## config.mk

```make
export PLATFORM = sky130hd
export DESIGN_NAME = internet_checksum_udp_unit_flat
export DESIGN_NICKNAME = d
export VERILOG_FILES = /design/src/hdl/icsum_pkg.sv /design/src/hdl/icsum_in_if.sv /design/src/hdl/icsum_out_if.sv /design/src/hdl/icsum_acc.sv /design/src/hdl/internet_checksum_udp_unit.sv /design/src/flat_wrapper.sv
export SDC_FILE = /design/constraint.sdc
export NUM_CORES = 1
export LEC_CHECK = 0
export BUFFER_PORTS_ARGS = -buffer_cell sky130_fd_sc_hd__buf_2
export CELL_PAD_IN_SITES_DETAIL_PLACEMENT = 1
export CELL_PAD_IN_SITES_GLOBAL_PLACEMENT = 2
export CORE_UTILIZATION = 30
export CTS_BUF_LIST = sky130_fd_sc_hd__clkbuf_8
export DETAILED_ROUTE_END_ITERATION = 12
export PLACE_DENSITY = 0.66
export RECOVER_POWER = 25
export SLEW_MARGIN = 15
export SYNTH_ARGS = -nofsm -noshare
export SYNTH_HDL_FRONTEND = slang
export SYNTH_SLANG_ARGS = --single-unit
```

## constraint.sdc

```tcl
create_clock -name i_clk -period 9.9 [get_ports i_clk]
set_input_delay 1.98 -clock i_clk [delete_from_list [all_inputs] [get_ports i_clk]]
set_output_delay 1.98 -clock i_clk [all_outputs]
set_load 0.005 [all_outputs]
```

## src/hdl/icsum_pkg.sv

```systemverilog
// Package for the internet checksum unit: widths, register indexes and the
// structs shared by the accumulator and the top level. No dependencies.
`default_nettype none

package icsum_pkg;

    localparam int unsigned DataW  = 8;
    localparam int unsigned WordW  = 16;
    localparam int unsigned SumW   = 32;
    localparam int unsigned CountW = 17;
    localparam int unsigned CfgIdxW  = 2;
    localparam int unsigned CfgDataW = 32;
    // Four address halves, the protocol number and the length, all below 2^16.
    localparam int unsigned PseudoW = 19;

    localparam logic [CountW-1:0]  COUNT_SAT    = 17'h1_0000;
    localparam logic [PseudoW-1:0] UDP_PROTOCOL = 19'd17;

    typedef enum logic [CfgIdxW-1:0] {
        CFG_CHECKSUM_MODE  = 2'd0,
        CFG_SOURCE_ADDRESS = 2'd1,
        CFG_DEST_ADDRESS   = 2'd2
    } t_cfg_idx;

    typedef enum logic {
        MODE_PLAIN = 1'b0,
        MODE_UDP   = 1'b1
    } t_mode;

    // End-of-packet summary handed from the accumulator to the finishing stages.
    typedef struct packed {
        logic [SumW-1:0]  sum;
        logic [WordW-1:0] count;
        logic             overlength;
    } t_pkt_end;

endpackage

`default_nettype wire

```

## src/hdl/icsum_in_if.sv

```systemverilog
// Byte channel into the checksum unit: valid/ready with one packet byte and a
// last-byte mark. Depends on icsum_pkg for the widths.
`default_nettype none

interface icsum_in_if;
    logic                          valid;
    logic                          ready;
    logic [icsum_pkg::DataW-1:0]   data_byte;
    logic                          last_byte;

    modport source (output valid, output data_byte, output last_byte, input ready);
    modport sink   (input valid, input data_byte, input last_byte, output ready);
endinterface

`default_nettype wire

```

## src/hdl/icsum_out_if.sv

```systemverilog
// Result channel of the checksum unit: valid/ready with the checksum, the byte
// count and the overlength flag. Depends on icsum_pkg for the widths.
`default_nettype none

interface icsum_out_if;
    logic                          valid;
    logic                          ready;
    logic [icsum_pkg::WordW-1:0]   checksum;
    logic [icsum_pkg::WordW-1:0]   byte_count;
    logic                          overlength;

    modport source (output valid, output checksum, output byte_count, output overlength,
                    input ready);
    modport sink   (input valid, input checksum, input byte_count, input overlength,
                    output ready);
endinterface

`default_nettype wire

```

## src/hdl/icsum_acc.sv

```systemverilog
// Per-byte accumulator: pairs bytes into big-endian words, adds them and counts
// bytes; on the last byte it registers the packet summary. Uses icsum_pkg.
`default_nettype none

module icsum_acc (
    input  wire logic                          i_clk,
    input  wire logic                          i_rst_n,
    input  wire logic                          i_en,
    input  wire logic                          i_xfer,
    input  wire logic [icsum_pkg::DataW-1:0]   i_data_byte,
    input  wire logic                          i_last_byte,
    output logic                               o_end_valid,
    output icsum_pkg::t_pkt_end                o_end
);

    logic [icsum_pkg::SumW-1:0]   r_sum;
    logic [icsum_pkg::DataW-1:0]  r_hold;
    logic                         r_odd;
    logic [icsum_pkg::CountW-1:0] r_count;
    logic                         r_end_valid;
    icsum_pkg::t_pkt_end          r_end;

    logic [icsum_pkg::CountW-1:0] n_count;
    logic [icsum_pkg::WordW-1:0]  n_word;
    logic [icsum_pkg::SumW-1:0]   n_sum;

    always_comb begin
        n_count = (r_count == icsum_pkg::COUNT_SAT) ? r_count
                                                    : r_count + icsum_pkg::CountW'(1);
        // A byte in the high position that ends the packet is padded low with zero.
        n_word  = r_odd ? {r_hold, i_data_byte} : {i_data_byte, 8'h00};
        n_sum   = r_sum + {16'h0000, n_word};
    end

    always_ff @(posedge i_clk) begin
        if (!i_rst_n) begin
            r_sum       <= '0;
            r_odd       <= 1'b0;
            r_count     <= '0;
            r_end_valid <= 1'b0;
        end else begin
            if (i_en) begin
                r_end_valid <= i_xfer && i_last_byte;
            end
            if (i_xfer) begin
                if (i_last_byte) begin
                    r_sum   <= '0;
                    r_odd   <= 1'b0;
                    r_count <= '0;
                end else begin
                    r_count <= n_count;
                    if (r_odd) begin
                        r_sum <= n_sum;
                        r_odd <= 1'b0;
                    end else begin
                        r_odd <= 1'b1;
                    end
                end
            end
        end
    end

    always_ff @(posedge i_clk) begin
        if (i_xfer && !r_odd) begin
            r_hold <= i_data_byte;
        end
        if (i_xfer && i_last_byte) begin
            r_end.sum        <= n_sum;
            r_end.count      <= n_count[icsum_pkg::CountW-1] ? 16'hFFFF
                                                             : n_count[icsum_pkg::WordW-1:0];
            r_end.overlength <= n_count[icsum_pkg::CountW-1];
        end
    end

    assign o_end_valid = r_end_valid;
    assign o_end       = r_end;

`ifndef SYNTHESIS
    a_clear_after_last: assert property (@(posedge i_clk) disable iff (!i_rst_n)
        (i_xfer && i_last_byte) |=> (r_sum == '0 && !r_odd && r_count == '0))
        else $error("accumulator not cleared after the last byte");

    a_odd_toggles: assert property (@(posedge i_clk) disable iff (!i_rst_n)
        (i_xfer && !i_last_byte) |=> (r_odd != $past(r_odd)))
        else $error("byte position did not alternate");

    a_count_bounded: assert property (@(posedge i_clk) disable iff (!i_rst_n)
        r_count <= icsum_pkg::COUNT_SAT)
        else $error("byte counter passed its saturation value");
`endif

endmodule

`default_nettype wire

```

## src/hdl/internet_checksum_udp_unit.sv

```systemverilog
// Top level of the internet checksum unit: configuration registers, the
// pseudo-header and fold stages and the result register. Uses icsum_pkg,
// icsum_in_if, icsum_out_if and icsum_acc.
//
// Usage: a packet enters one byte per transfer on i_in, in network order,
// with last_byte set on its final byte. One result per packet leaves on o_out:
// the complemented folded one's complement sum, the byte count (saturated at
// 65535) and an overlength flag for packets over 65535 bytes.
// Configuration: i_cfg_we writes i_cfg_data to the register at i_cfg_index
// (0 mode, 1 source address, 2 destination address); other indexes are ignored.
// Mode 1 adds the UDP pseudo header (both addresses, protocol 17, length).
// Throughput is one byte per cycle while o_out is not stalled; packets follow each other with no gap.
// Pipeline: the accumulator's summary register is loaded at the last byte's
// transfer, then the pseudo-header add, final add and fold/output registers
// follow in turn; the result is valid on o_out from the output register.
// Stalls: all stages advance together; while a result waits on o_out.ready
// the pipeline holds and i_in.ready is low, otherwise i_in.ready is high.
// Reset (synchronous, active low) clears the registers, the packet state
// and all stage valids.
`default_nettype none

module internet_checksum_udp_unit (
    input  wire logic                              i_clk,
    input  wire logic                              i_rst_n,
    input  wire logic                              i_cfg_we,
    input  wire logic [icsum_pkg::CfgIdxW-1:0]     i_cfg_index,
    input  wire logic [icsum_pkg::CfgDataW-1:0]    i_cfg_data,
    icsum_in_if.sink                               i_in,
    icsum_out_if.source                            o_out
);

    icsum_pkg::t_mode              r_mode;
    logic [31:0]                   r_src_addr;
    logic [31:0]                   r_dst_addr;

    logic                          en;
    logic                          xfer;
    logic                          end_valid;
    icsum_pkg::t_pkt_end           end_info;

    logic                          r_b_valid;
    icsum_pkg::t_pkt_end           r_b_end;
    logic [icsum_pkg::PseudoW-1:0] r_b_pseudo;
    logic                          r_c_valid;
    icsum_pkg::t_pkt_end           r_c_end;
    logic                          r_out_valid;
    logic [icsum_pkg::WordW-1:0]   r_out_checksum;
    logic [icsum_pkg::WordW-1:0]   r_out_count;
    logic                          r_out_ovl;

    logic [icsum_pkg::PseudoW-1:0] n_b_pseudo;
    logic [icsum_pkg::WordW:0]     fold1;
    logic [icsum_pkg::WordW-1:0]   fold2;

    assign en         = !r_out_valid || o_out.ready;
    assign i_in.ready = en;
    assign xfer       = i_in.valid && en;

    always_ff @(posedge i_clk) begin
        if (!i_rst_n) begin
            r_mode     <= icsum_pkg::MODE_PLAIN;
            r_src_addr <= '0;
            r_dst_addr <= '0;
        end else if (i_cfg_we) begin
            case (i_cfg_index)
                icsum_pkg::CFG_CHECKSUM_MODE:  r_mode     <= icsum_pkg::t_mode'(i_cfg_data[0]);
                icsum_pkg::CFG_SOURCE_ADDRESS: r_src_addr <= i_cfg_data;
                icsum_pkg::CFG_DEST_ADDRESS:   r_dst_addr <= i_cfg_data;
                default: ;
            endcase
        end
    end

    icsum_acc u_acc (
        .i_clk       (i_clk),
        .i_rst_n     (i_rst_n),
        .i_en        (en),
        .i_xfer      (xfer),
        .i_data_byte (i_in.data_byte),
        .i_last_byte (i_in.last_byte),
        .o_end_valid (end_valid),
        .o_end       (end_info)
    );

    always_comb begin
        n_b_pseudo = '0;
        if (r_mode == icsum_pkg::MODE_UDP) begin
            n_b_pseudo = icsum_pkg::PseudoW'(r_src_addr[31:16])
                       + icsum_pkg::PseudoW'(r_src_addr[15:0])
                       + icsum_pkg::PseudoW'(r_dst_addr[31:16])
                       + icsum_pkg::PseudoW'(r_dst_addr[15:0])
                       + icsum_pkg::UDP_PROTOCOL
                       + icsum_pkg::PseudoW'(end_info.count);
        end
        // Two folds always fit: a carry out of the first leaves a low half below 0xffff.
        fold1 = {1'b0, r_c_end.sum[31:16]} + {1'b0, r_c_end.sum[15:0]};
        fold2 = fold1[icsum_pkg::WordW] ? fold1[icsum_pkg::WordW-1:0] + 16'd1
                                        : fold1[icsum_pkg::WordW-1:0];
    end

    always_ff @(posedge i_clk) begin
        if (!i_rst_n) begin
            r_b_valid   <= 1'b0;
            r_c_valid   <= 1'b0;
            r_out_valid <= 1'b0;
        end else if (en) begin
            r_b_valid   <= end_valid;
            r_c_valid   <= r_b_valid;
            r_out_valid <= r_c_valid;
        end
    end

    always_ff @(posedge i_clk) begin
        if (en) begin
            r_b_end        <= end_info;
            r_b_pseudo     <= n_b_pseudo;
            r_c_end.sum    <= r_b_end.sum + {13'h0000, r_b_pseudo};
            r_c_end.count      <= r_b_end.count;
            r_c_end.overlength <= r_b_end.overlength;
            r_out_checksum <= ~fold2;
            r_out_count    <= r_c_end.count;
            r_out_ovl      <= r_c_end.overlength;
        end
    end

    assign o_out.valid      = r_out_valid;
    assign o_out.checksum   = r_out_checksum;
    assign o_out.byte_count = r_out_count;
    assign o_out.overlength = r_out_ovl;

`ifndef SYNTHESIS
    a_stage_advance: assert property (@(posedge i_clk) disable iff (!i_rst_n)
        (r_c_valid && en) |=> r_out_valid)
        else $error("finished sum did not reach the result register");

    a_overlength_count: assert property (@(posedge i_clk) disable iff (!i_rst_n)
        (r_out_valid && r_out_ovl) |-> (r_out_count == 16'hFFFF))
        else $error("overlength result without a saturated byte count");

    a_count_nonzero: assert property (@(posedge i_clk) disable iff (!i_rst_n)
        r_out_valid |-> (r_out_count != '0))
        else $error("result with a byte count of zero");

    a_stall_holds_input: assert property (@(posedge i_clk) disable iff (!i_rst_n)
        (r_out_valid && !o_out.ready) |-> !i_in.ready)
        else $error("input taken while the pipeline is stalled");
`endif

endmodule

`default_nettype wire

```

## src/flat_wrapper.sv

```systemverilog
// flat-port wrapper written by rule: the top's interface ports become plain ports
module internet_checksum_udp_unit_flat 
  (i_clk, i_rst_n, i_cfg_we, i_cfg_index, i_cfg_data, i_in_valid, i_in_data_byte, i_in_last_byte, i_in_ready, o_out_valid, o_out_checksum, o_out_byte_count, o_out_overlength, o_out_ready);
  icsum_in_if i_in_i ();
  icsum_out_if o_out_i ();
  input  wire logic i_clk;
  input  wire logic i_rst_n;
  input  wire logic i_cfg_we;
  input  wire logic [icsum_pkg::CfgIdxW-1:0] i_cfg_index;
  input  wire logic [icsum_pkg::CfgDataW-1:0] i_cfg_data;
  input wire logic [$bits(i_in_i.valid)-1:0] i_in_valid;
  input wire logic [$bits(i_in_i.data_byte)-1:0] i_in_data_byte;
  input wire logic [$bits(i_in_i.last_byte)-1:0] i_in_last_byte;
  output wire logic [$bits(i_in_i.ready)-1:0] i_in_ready;
  output wire logic [$bits(o_out_i.valid)-1:0] o_out_valid;
  output wire logic [$bits(o_out_i.checksum)-1:0] o_out_checksum;
  output wire logic [$bits(o_out_i.byte_count)-1:0] o_out_byte_count;
  output wire logic [$bits(o_out_i.overlength)-1:0] o_out_overlength;
  input wire logic [$bits(o_out_i.ready)-1:0] o_out_ready;
  assign i_in_i.valid = i_in_valid;
  assign i_in_i.data_byte = i_in_data_byte;
  assign i_in_i.last_byte = i_in_last_byte;
  assign i_in_ready = i_in_i.ready;
  assign o_out_valid = o_out_i.valid;
  assign o_out_checksum = o_out_i.checksum;
  assign o_out_byte_count = o_out_i.byte_count;
  assign o_out_overlength = o_out_i.overlength;
  assign o_out_i.ready = o_out_ready;
  internet_checksum_udp_unit u_core (.i_clk(i_clk), .i_rst_n(i_rst_n), .i_cfg_we(i_cfg_we), .i_cfg_index(i_cfg_index), .i_cfg_data(i_cfg_data), .i_in(i_in_i), .o_out(o_out_i));
endmodule
```

Word-level counts from Yosys, hierarchy flattened
Index checks and enable logic that the tools add are counted.
{"block": "totals", "reg_bits": 326, "latchBits": 0, "ram_bits": 0, "rom_bits": 0, "in_bits": 48, "word_cells": 58, "n_memories": 0}
{"block": "classes", "n_addsub": 10, "mul": 0, "n_div": 0, "n_lt_le_gt_ge": 0, "n_eq_ne": 3, "shift": 0, "muxes": 8, "bitwise_logic": 1, "reduce_logical": 12}
{"cell": "32-bit two-way mux", "n": 2}
{"cell": "19-bit by 16-bit adder with 19-bit output", "n": 3}
{"cell": "16-bit by 16-bit adder with 17-bit output", "n": 2}
{"cell": "17-bit two-way mux", "n": 2}
{"cell": "32-bit by 16-bit adder with 32-bit output", "n": 1}
{"cell": "32-bit by 19-bit adder with 32-bit output", "n": 1}
{"cell": "16-bit two-way mux", "n": 2}
{"cell": "19-bit by 5-bit adder with 19-bit output, second input constant", "n": 1}
{"cell": "17-bit by 1-bit adder with 17-bit output, second input constant", "n": 1}
{"cell": "17-bit == test, second input constant", "n": 1}
{"cell": "16-bit by 1-bit adder with 16-bit output, second input constant", "n": 1}
{"cell": "16-bit NOT", "n": 1}
{"cell": "2-bit AND reduction", "n": 4}
{"cell": "1-bit logical AND", "n": 3}
{"cell": "2-bit by 1-bit == test with 1-bit output, second input constant", "n": 1}
{"cell": "2-bit == test, second input constant", "n": 1}
{"cell": "1-bit zero test", "n": 2}
{"cell": "2-bit zero test", "n": 1}
{"cell": "1-bit two-way mux", "n": 2}
{"cell": "2-bit nonzero test", "n": 1}
{"cell": "1-bit logical OR", "n": 1}

Depth between registers and ports, before layout
Gate-level depths: netlist of the first run.
{"block": "logic_depth", "depth_word": 5, "ltp_mapped": 23}

Cells and area by module
A second synthesis of the first run with hierarchy kept.
{"block": "hier_totals", "cells_unflattened": 1547, "hier_area_um2": 16900.0}
{"module": "internet_checksum_udp_unit", "n_inst": 1, "cells_each": 1032, "area_per_inst_um2": 11543.6}
{"module": "icsum_acc", "n_inst": 1, "cells_each": 515, "area_per_inst_um2": 5356.4}

Worst setup path after synthesis of the first run
Ideal clock, no wire load.
{"block": "synth_path", "path_kind": "input port to output port", "startpoint": "input o_out_ready", "endpoint": "output i_in_ready", "t_arrival_ns": 5.050, "required_ns": 7.920, "setup_slack_ns": 2.870, "path_stages": 2, "n_path_buf": 0, "path_cell_list": "nor2b_1 inv_1"}
{"block": "synth_via", "elab_chain_cells": 1}
{"element": "from (decl)", "line": "flat_wrapper.sv:19", "rtl": "input wire logic [$bits(o_out_i.ready)-1:0] o_out_ready;"}
{"element": "1-bit logical OR", "line": "internet_checksum_udp_unit.sv:55", "rtl": "assign en = !r_out_valid || o_out.ready;"}
{"element": "to (decl)", "line": "flat_wrapper.sv:14", "rtl": "output wire logic [$bits(i_in_i.ready)-1:0] i_in_ready;"}
Every way passes these cells.

Worst setup path in the final report of the first run
{"block": "layout_path", "startpoint": "register u_core.r_src_addr[0]", "endpoint": "register u_core.r_b_pseudo[18] in the netlist's numbering (data pin)"}
{"block": "layout_via", "elab_chain_cells": 5}
{"element": "from (decl)", "line": "internet_checksum_udp_unit.sv:33", "rtl": "logic [31:0] r_src_addr;"}
{"element": "from (signal assigned)", "line": "internet_checksum_udp_unit.sv:67", "rtl": "icsum_pkg::CFG_SOURCE_ADDRESS: r_src_addr <= i_cfg_data;"}
{"element": "16-bit by 16-bit adder with 17-bit output", "line": "internet_checksum_udp_unit.sv:89", "rtl": "+ icsum_pkg::PseudoW'(r_src_addr[15:0])"}
{"element": "19-bit by 16-bit adder with 19-bit output", "line": "internet_checksum_udp_unit.sv:90", "rtl": "+ icsum_pkg::PseudoW'(r_dst_addr[31:16])"}
{"element": "19-bit by 16-bit adder with 19-bit output", "line": "internet_checksum_udp_unit.sv:91", "rtl": "+ icsum_pkg::PseudoW'(r_dst_addr[15:0])"}
{"element": "19-bit by 5-bit adder with 19-bit output", "line": "internet_checksum_udp_unit.sv:92", "rtl": "+ icsum_pkg::UDP_PROTOCOL"}
{"element": "19-bit by 16-bit adder with 19-bit output", "line": "internet_checksum_udp_unit.sv:93", "rtl": "+ icsum_pkg::PseudoW'(end_info.count);"}
{"element": "to (signal assigned)", "line": "internet_checksum_udp_unit.sv:116", "rtl": "r_b_pseudo <= n_b_pseudo;"}
{"element": "to (decl)", "line": "internet_checksum_udp_unit.sv:43", "rtl": "logic [icsum_pkg::PseudoW-1:0] r_b_pseudo;"}
Every way passes these cells.
A chain may end at the register's enable or synchronous reset.

==> results of run 1 <==
==> cell type report <==
type	instances	area share (%)
clock inverters	39	1.80
clock buffers	73	5.10
flip-flops and latches	326	43.7
repair buffers	92	2.37
multi-input cells	1115	40.8
well taps	756	4.80
inverters	77	1.49
==> placed cells by master (no fill, tap or decap), drive strengths merged, types with 5 or more instances in the layout <==
cell type	instances
bufinv	7
nand3	31
a21oi	76
nand2	221
and3	23
xnor2	74
o21ai	61
ha	107
nand4	9
a211oi	12
o21bai	9
or2	7
nor2b	18
nor3	33
xor2	43
clkinv	18
inv	90
a21o	21
o2111ai	5
nand2b	11
clkbuf	84
o21a	12
o31ai	5
a21boi	72
mux2	8
and2	40
nor2	60
mux2i	7
fa	36
dfxtp	119
edfxtp	207
buf	81
or3	9
a22o	16
o211ai	13
a31oi	22
==> sequential cells by signal, indices dropped and copies added, names as in the netlist <==
name and cells:
u_core.u_acc.r_sum 32, u_core.o_out.byte_count 16, u_core.r_b_valid 1, u_core.r_src_addr 32, u_core.o_out.checksum 16, u_core.r_b_pseudo 19, u_core.r_c_end 49, u_core.u_acc.r_hold 8
u_core.o_out.valid 1, u_core.u_acc.o_end_valid 1, u_core.u_acc.o_end 49, u_core.o_out.overlength 1, u_core.r_mode 1, u_core.r_dst_addr 32, u_core.u_acc.r_count 17, u_core.u_acc.r_odd 1
u_core.r_c_valid 1, u_core.r_b_end 49
==> metal layers <==
layer	routed length [microns]	vias up	GRT usage (%)
met4	824	0	4.01
met3	1440	64	3.04
met5	0	-	0
li1	-	5837	-
met1	20200	5683	19.6
met2	19000	130	23.9
==> kinds of logic (layout without fill, tap and decap cells) <==
logic type,Yosys count,count (layout)
adder cells (fa/ha/maj),143,143
AO/OA/AOI/OAI,353,353
flip-flops,326,326
AND/OR/NAND/NOR,487,487
buffers and inverters,135,281
XOR/XNOR,117,117
multiplexers,15,15
==> worst max-delay path, delay by kind of cell, from the launching register on <==
family	cells	cell delay, ns
AO/OA/AOI/OAI	8	1.76
XOR/XNOR	1	0.18
adder cells (fa/ha/maj)	6	2.18
buffers and inverters	1	0.06
flip-flops	1	0.34
AND/OR/NAND/NOR	6	0.77
==> stage by stage <==
| stage | cell area (sq um) | total power, uW | std cells | worst slack, ns | util (%) |
|---|---|---|---|---|---|
| after floorplan | 17100 | 1870 | 1576 | 2.87 | - |
| after global placement | 18400 | 2000 | 2366 | 4.47 | 32.6 |
| after detailed placement | 18400 | 2010 | 2366 | 4.35 | 32.6 |
| after CTS | 19700 | 3490 | 2478 | 4.36 | 35.0 |
| after global routing | 19700 | 3610 | 2478 | 3.94 | 34.9 |
| final | 19700 | 3420 | 2478 | 4.35 | 34.9 |
==> how the worst max path moves through the flow <==
stage	endpoint	slack (ns)	from	cells past startpoint
finish	u_core.r_b_pseudo[18]$_SDFFCE_PN0N_	4.35	u_core.r_src_addr[0]$_SDFFE_PN0P_	22
CTS	u_core.r_b_pseudo[18]$_SDFFCE_PN0N_	4.36	u_core.r_src_addr[0]$_SDFFE_PN0P_	22
floorplan	i_in_ready	2.87	o_out_ready	2
global placement	u_core.u_acc.r_sum[20]$_SDFFE_PN0P_	4.47	o_out_ready	8
global route	u_core.r_b_pseudo[18]$_SDFFCE_PN0N_	3.94	u_core.r_src_addr[1]$_SDFFE_PN0P_	19
detailed placement	u_core.u_acc.r_sum[18]$_SDFFE_PN0P_	4.35	o_out_ready	8
==> power by group <==
part	total (uW)	internal (uW)	switching, uW
logic	419	179	240
registers	1550	1520	33.1
clock network	1450	850	597
==> metrics, run 1 <==
number of rows created at floorplan=87; Reg-to-Reg Start=u_core.r_src_addr[0]$_SDFFE_PN0P_; final worst-path cycle share=56.0%; reg2reg end=u_core.r_b_pseudo[18]$_SDFFCE_PN0N_; Register Area=8600 sq um; CTS sink cnt=326; max-cap violation count=1; share of cell area taken by muxes after synthesis=0.934%; number of cells on the worst hold path=0; Post-CTS Setup Bufs=0; Iteration-0 DRC Markers=508; number of warnings issued by yosys=0; simple-gate share of the synthesized area=13.7%; cell with the most instances after synthesis=sky130_fd_sc_hd__nand2_1; xor/xnor cell area share of the yosys netlist=5.98%; Synth Register Bits=326; DRC errors left=0; post-synthesis to final-layout area growth=14.8%; aggregate negative setup slack=0 ns; largest net degree at the start of global routing=87; initial core utilization=30.4%; fillers=6,338; fraction of synthesized cell area taken by the top area cell type=36.2%; setup repair after global routing missed its margin=false; required time of the critical path=10.31 ns; Critical Path Slowest Stage Cell=sky130_fd_sc_hd__fa_1; area inside the core boundary=56,400 sq um; ports placed on the boundary=83; routability-driven placement congestion ratio=0.796; adder-cell share of the synthesized area=12.0%; clock skew after layout=0.0327 ns; ratio of cells with drive above 1 in the final layout=12.7%; master cell of the clock root buffer=sky130_fd_sc_hd__clkbuf_8; final worst hold slack=0.409 ns; post-CTS sizing=0; Hold Crit Class=reg2reg; Mapped Area=17,100 sq um; type of element capturing the critical path=register; average detailed-routed wire length per instance=16.7 microns; total area of multi-input combinational cells=8030 sq um; startpoint kind of the worst setup timing path=register; Routed WL=41.4 mm; Mean Syn Cell Area=10.9 sq um; maximum fanout encountered on the critical timing path=5; signal arrival time at the worst endpoint=5.96 ns; global-route wire length before repair=66.7 mm; Worst Setup Path Type=reg2reg; cell taking the most area after synthesis=sky130_fd_sc_hd__edfxtp_1; worst-case clock buffer depth=3; longest individual stage delay on the worst path=0.48 ns; vias per std cell=4.73; largest family of logic cells by synthesized area=compound AO/OA/AOI/OAI gates; gate count of the mapped netlist=1,576; cell types with the highest counts after synthesis=221 x sky130_fd_sc_hd__nand2_1, 207 x sky130_fd_sc_hd__edfxtp_1, 119 x sky130_fd_sc_hd__dfxtp_1; min Tclk post-route=5.55 ns; Antenna diodes=0; die footprint=58,100 sq um; count of distinct cell types in the synthesized netlist=78; fraction of the mapped netlist area in compound gates=14.2%; worst reg-to-reg path cell count=22; ANT nets after route=0; global route overflow=0; post-synth net total=1,767; cell types occupying the most area after synthesis=sky130_fd_sc_hd__edfxtp_1 36%, sky130_fd_sc_hd__dfxtp_1 14%, sky130_fd_sc_hd__ha_1 7.8%, sky130_fd_sc_hd__nand2_1 4.8%, sky130_fd_sc_hd__fa_1 4.2%; number of clock buffers inserted by TritonCTS=60; failing checks=capacitance limit, slew limit; cells along the critical path=ha_1, inv_1, fa_1, nor2b_1, o21ai_0, a21boi_0, o211ai_1, nand2_1, nor2_1, xnor2_1, fa_1, fa_1, ha_1, ha_1, and3_1, and3_1, a21oi_1, o31ai_1, o41ai_2, o21ai_1, a211oi_1, nor2_1; CTS tree=done; post-synthesis async set-or-reset flop share=0%; final setup violating endpoints=0; count of hold-fix buffers inserted at cts=0; first-pass iteration count of the detailed router=4; max frequency=180 MHz; Slew @ Worst Pin=3.52 ns; die boundary width=241 microns; Main synth FF type=sky130_fd_sc_hd__edfxtp_1; Worst slew margin=-135%; detailed placer's ending HPWL=30.1 mm; Worst VDD drop=0.0000858 V; Die Y=241 microns; count of buffers inserted at the top-level ports=82; Final Max Tran Viols=87; Post-synth EDFFs=207; antenna violations before repair=0; final hold violation count=0; result of the run=finished, violations left; hold worst-path end=u_core.r_b_end[40]$_DFFE_PN_; start point of the worst hold path=u_core.u_acc.o_end[40]$_DFFE_PP_; nets@finish=1,863; clock latency on the worst-skew pair=0.66 ns; Clk pin slew, worst setup/hold paths=0.06 ns; sequential cell area fraction in the yosys report=50.1%; total global-route track usage=14.6%; vias=11,700; vias in the first global route=12,300; Reg2Reg Setup Slack=4.35 ns; depth of the CTS H-tree=2; leak pwr=0.00800 uW; ratio of total power to cell area=174 nW/um^2
(Power assumes the default switching activity.)
==> run 2: changes to the inputs <==
Settings changed: PLACE_DENSITY 0.66 to 0.68.
Clock period 9.9 ns to 4.79 ns, I/O delays scaled along.
==> run 2 against run 1 <==
  * The run ends with capacitance limit, slew limit, setup timing left
  * Utilization increased by 1.6 points
  * Final cell count increased by 2.3%
  * Routed wire length increased by 4.3%
  * Critical path type unchanged
  * Critical endpoint is now u_core.r_b_pseudo[13]$_SDFFCE_PN0N_
==> metrics, run 2 (synthesis gave the netlist of run 1 again) <==
result of the run=finished, violations left; failing checks=capacitance limit, slew limit, setup timing; nets@finish=1,917; type of element capturing the critical path=register; area inside the core boundary=56,400 sq um; clock skew after layout=0.0281 ns; clock latency on the worst-skew pair=0.66 ns; master cell of the clock root buffer=sky130_fd_sc_hd__clkbuf_8; max frequency=207 MHz; highest metal used=met4; initial core utilization=30.4%; count of buffers inserted at the top-level ports=82; most used cells in the layout excluding fill and tap cells=221 x sky130_fd_sc_hd__nand2_1, 207 x sky130_fd_sc_hd__edfxtp_1, 115 x sky130_fd_sc_hd__dfxtp_1, 93 x sky130_fd_sc_hd__ha_1, 84 x sky130_fd_sc_hd__inv_1; worst reg-to-reg path cell count=22; Final Max Tran Viols=120; fillers=6,300; Hold Crit Class=reg2reg; die boundary width=241 microns; setup repair after global routing missed its margin=true; vias=12,100; min Tclk post-route=4.83 ns; CTS sink cnt=326; ratio of total power to cell area=361 nW/um^2; global-route wire length before repair=69.7 mm; Worst Setup Path Type=reg2reg; final worst hold slack=0.417 ns; signal arrival time at the worst endpoint=5.25 ns; met3 wire length=1.46 mm; final setup violating endpoints=2; Die Y=241 microns; final worst-path cycle share=101%; total global-route track usage=15.4%; ANT nets after route=0; ratio of cells with drive above 1 in the final layout=18.5%; DRC errors left=0; aggregate negative setup slack=-0.0653 ns; instance count on the critical path=22; required time of the critical path=5.21 ns; cells along the critical path=ha_4, buf_6, a21oi_4, o21ai_4, o41ai_4, buf_4, o211ai_1, nor2_1, xnor2_1, fa_1, fa_1, ha_4, ha_4, a21o_1, a21o_1, buf_6, nand3_2, nand2_1, a41o_1, buf_4, or3_1, and3_1; cell family contributing the most delay on the critical path=adder cells; post-synthesis to final-layout area growth=20.3%; number of rows created at floorplan=87; most frequent standard cell in the layout excluding fill and tap cells=sky130_fd_sc_hd__nand2_1; detailed placer's ending HPWL=31.8 mm; antenna violations before repair=1; depth of the CTS H-tree=2; die footprint=58,100 sq um; final core utilization=36.6%; max-cap violation count=2; total area of multi-input combinational cells=8420 sq um; Worst VDD drop=0.000171 V; ports placed on the boundary=83; largest net degree at the start of global routing=124; Slew @ Worst Pin=3.39 ns; average detailed-routed wire length per instance=17.0 microns; final hold violation count=0; leak pwr=0.00838 uW; total met2 wirelength after detailed routing=19.9 mm; first-pass iteration count of the detailed router=4; Register Area=8600 sq um; global route overflow=0; startpoint kind of the worst setup timing path=register; vias in the first global route=12,800; Worst slew margin=-126%; Met1 Routed Length=20.8 mm; vias per std cell=4.77; routability-driven placement congestion ratio=0.805; Critical Path Slowest Stage Cell=sky130_fd_sc_hd__fa_1; setup slack after layout=-0.0424 ns; Critical Path Most Common Cell=sky130_fd_sc_hd__ha_4; number of cells on the worst hold path=0; worst-case clock buffer depth=3; CTS tree=done; Buf/Inv on CP=4; maximum fanout encountered on the critical timing path=3; longest individual stage delay on the worst path=0.55 ns; Iteration-0 DRC Markers=472; Clk pin slew, worst setup/hold paths=0.07 ns; Routed WL=43.2 mm; overall power of the completed layout=7430 uW; number of clock buffers inserted by TritonCTS=60
## run 2: cell count changes in the layout (fill, tap and decap cells not counted), sizes merged
cell | before | now
buf | 81 | 135
diode | 0 | 1
clkbuf | 84 | 79
inv | 90 | 88
bufinv | 7 | 12
clkinvlp | 1 | 4
## run 2: area by class of cell
type	count	share of cell area, %
Clock inverter	45	2.53
Antenna cell	1	0.0121
Clock buffer	68	4.54
Sequential cell	326	41.7
Multi-Input combinational cell	1115	40.9
Timing Repair Buffer	146	4.34
Inverter	77	1.42
Tap cell	756	4.59
## run 2: per-stage QoR
step	instance area, sq um	cells	worst slack, ns
floorplan	17200	1576	0.00618
CTS	20500	2529	-0.0951
global route	20600	2534	-0.220
finish	20600	2534	-0.0424
detailed placement	18800	2413	-0.524
global placement	18800	2413	-0.419
## run 2: power breakdown
group	switching, uW	internal, uW	leakage [uW]
registers	68.4	3140	0.00319
clock network	1250	1960	0.000777
logic	549	469	0.00442
total	1870	5570	0.00838
## run 2: what timing repair did
item	4_1_cts	5_1_grt
pin swaps	40	34
hold buffers	0	0
gates resized for setup	36	27
endpoints found under the setup margin	11	11
buffers inserted	3	4
## run 2: final timing paths
check / start / end / slack [ns]
max: u_core.r_src_addr[0]$_SDFFE_PN0P_ / u_core.r_b_pseudo[13]$_SDFFCE_PN0N_ / -0.04
max reg2reg: u_core.r_src_addr[0]$_SDFFE_PN0P_ / u_core.r_b_pseudo[13]$_SDFFCE_PN0N_ / -0.04
min: u_core.r_b_end[7]$_DFFE_PN_ / u_core.r_c_end[7]$_DFFE_PN_ / 0.42
min reg2reg: u_core.r_b_end[7]$_DFFE_PN_ / u_core.r_c_end[7]$_DFFE_PN_ / 0.42
## run 2: layer usage
metal | vias to the layer above | global-route usage, %
li1 | 5938 | -
met1 | 5918 | 20.4
met2 | 157 | 25.3
met3 | 70 | 2.97
met4 | 0 | 4.56
met5 | - | 0
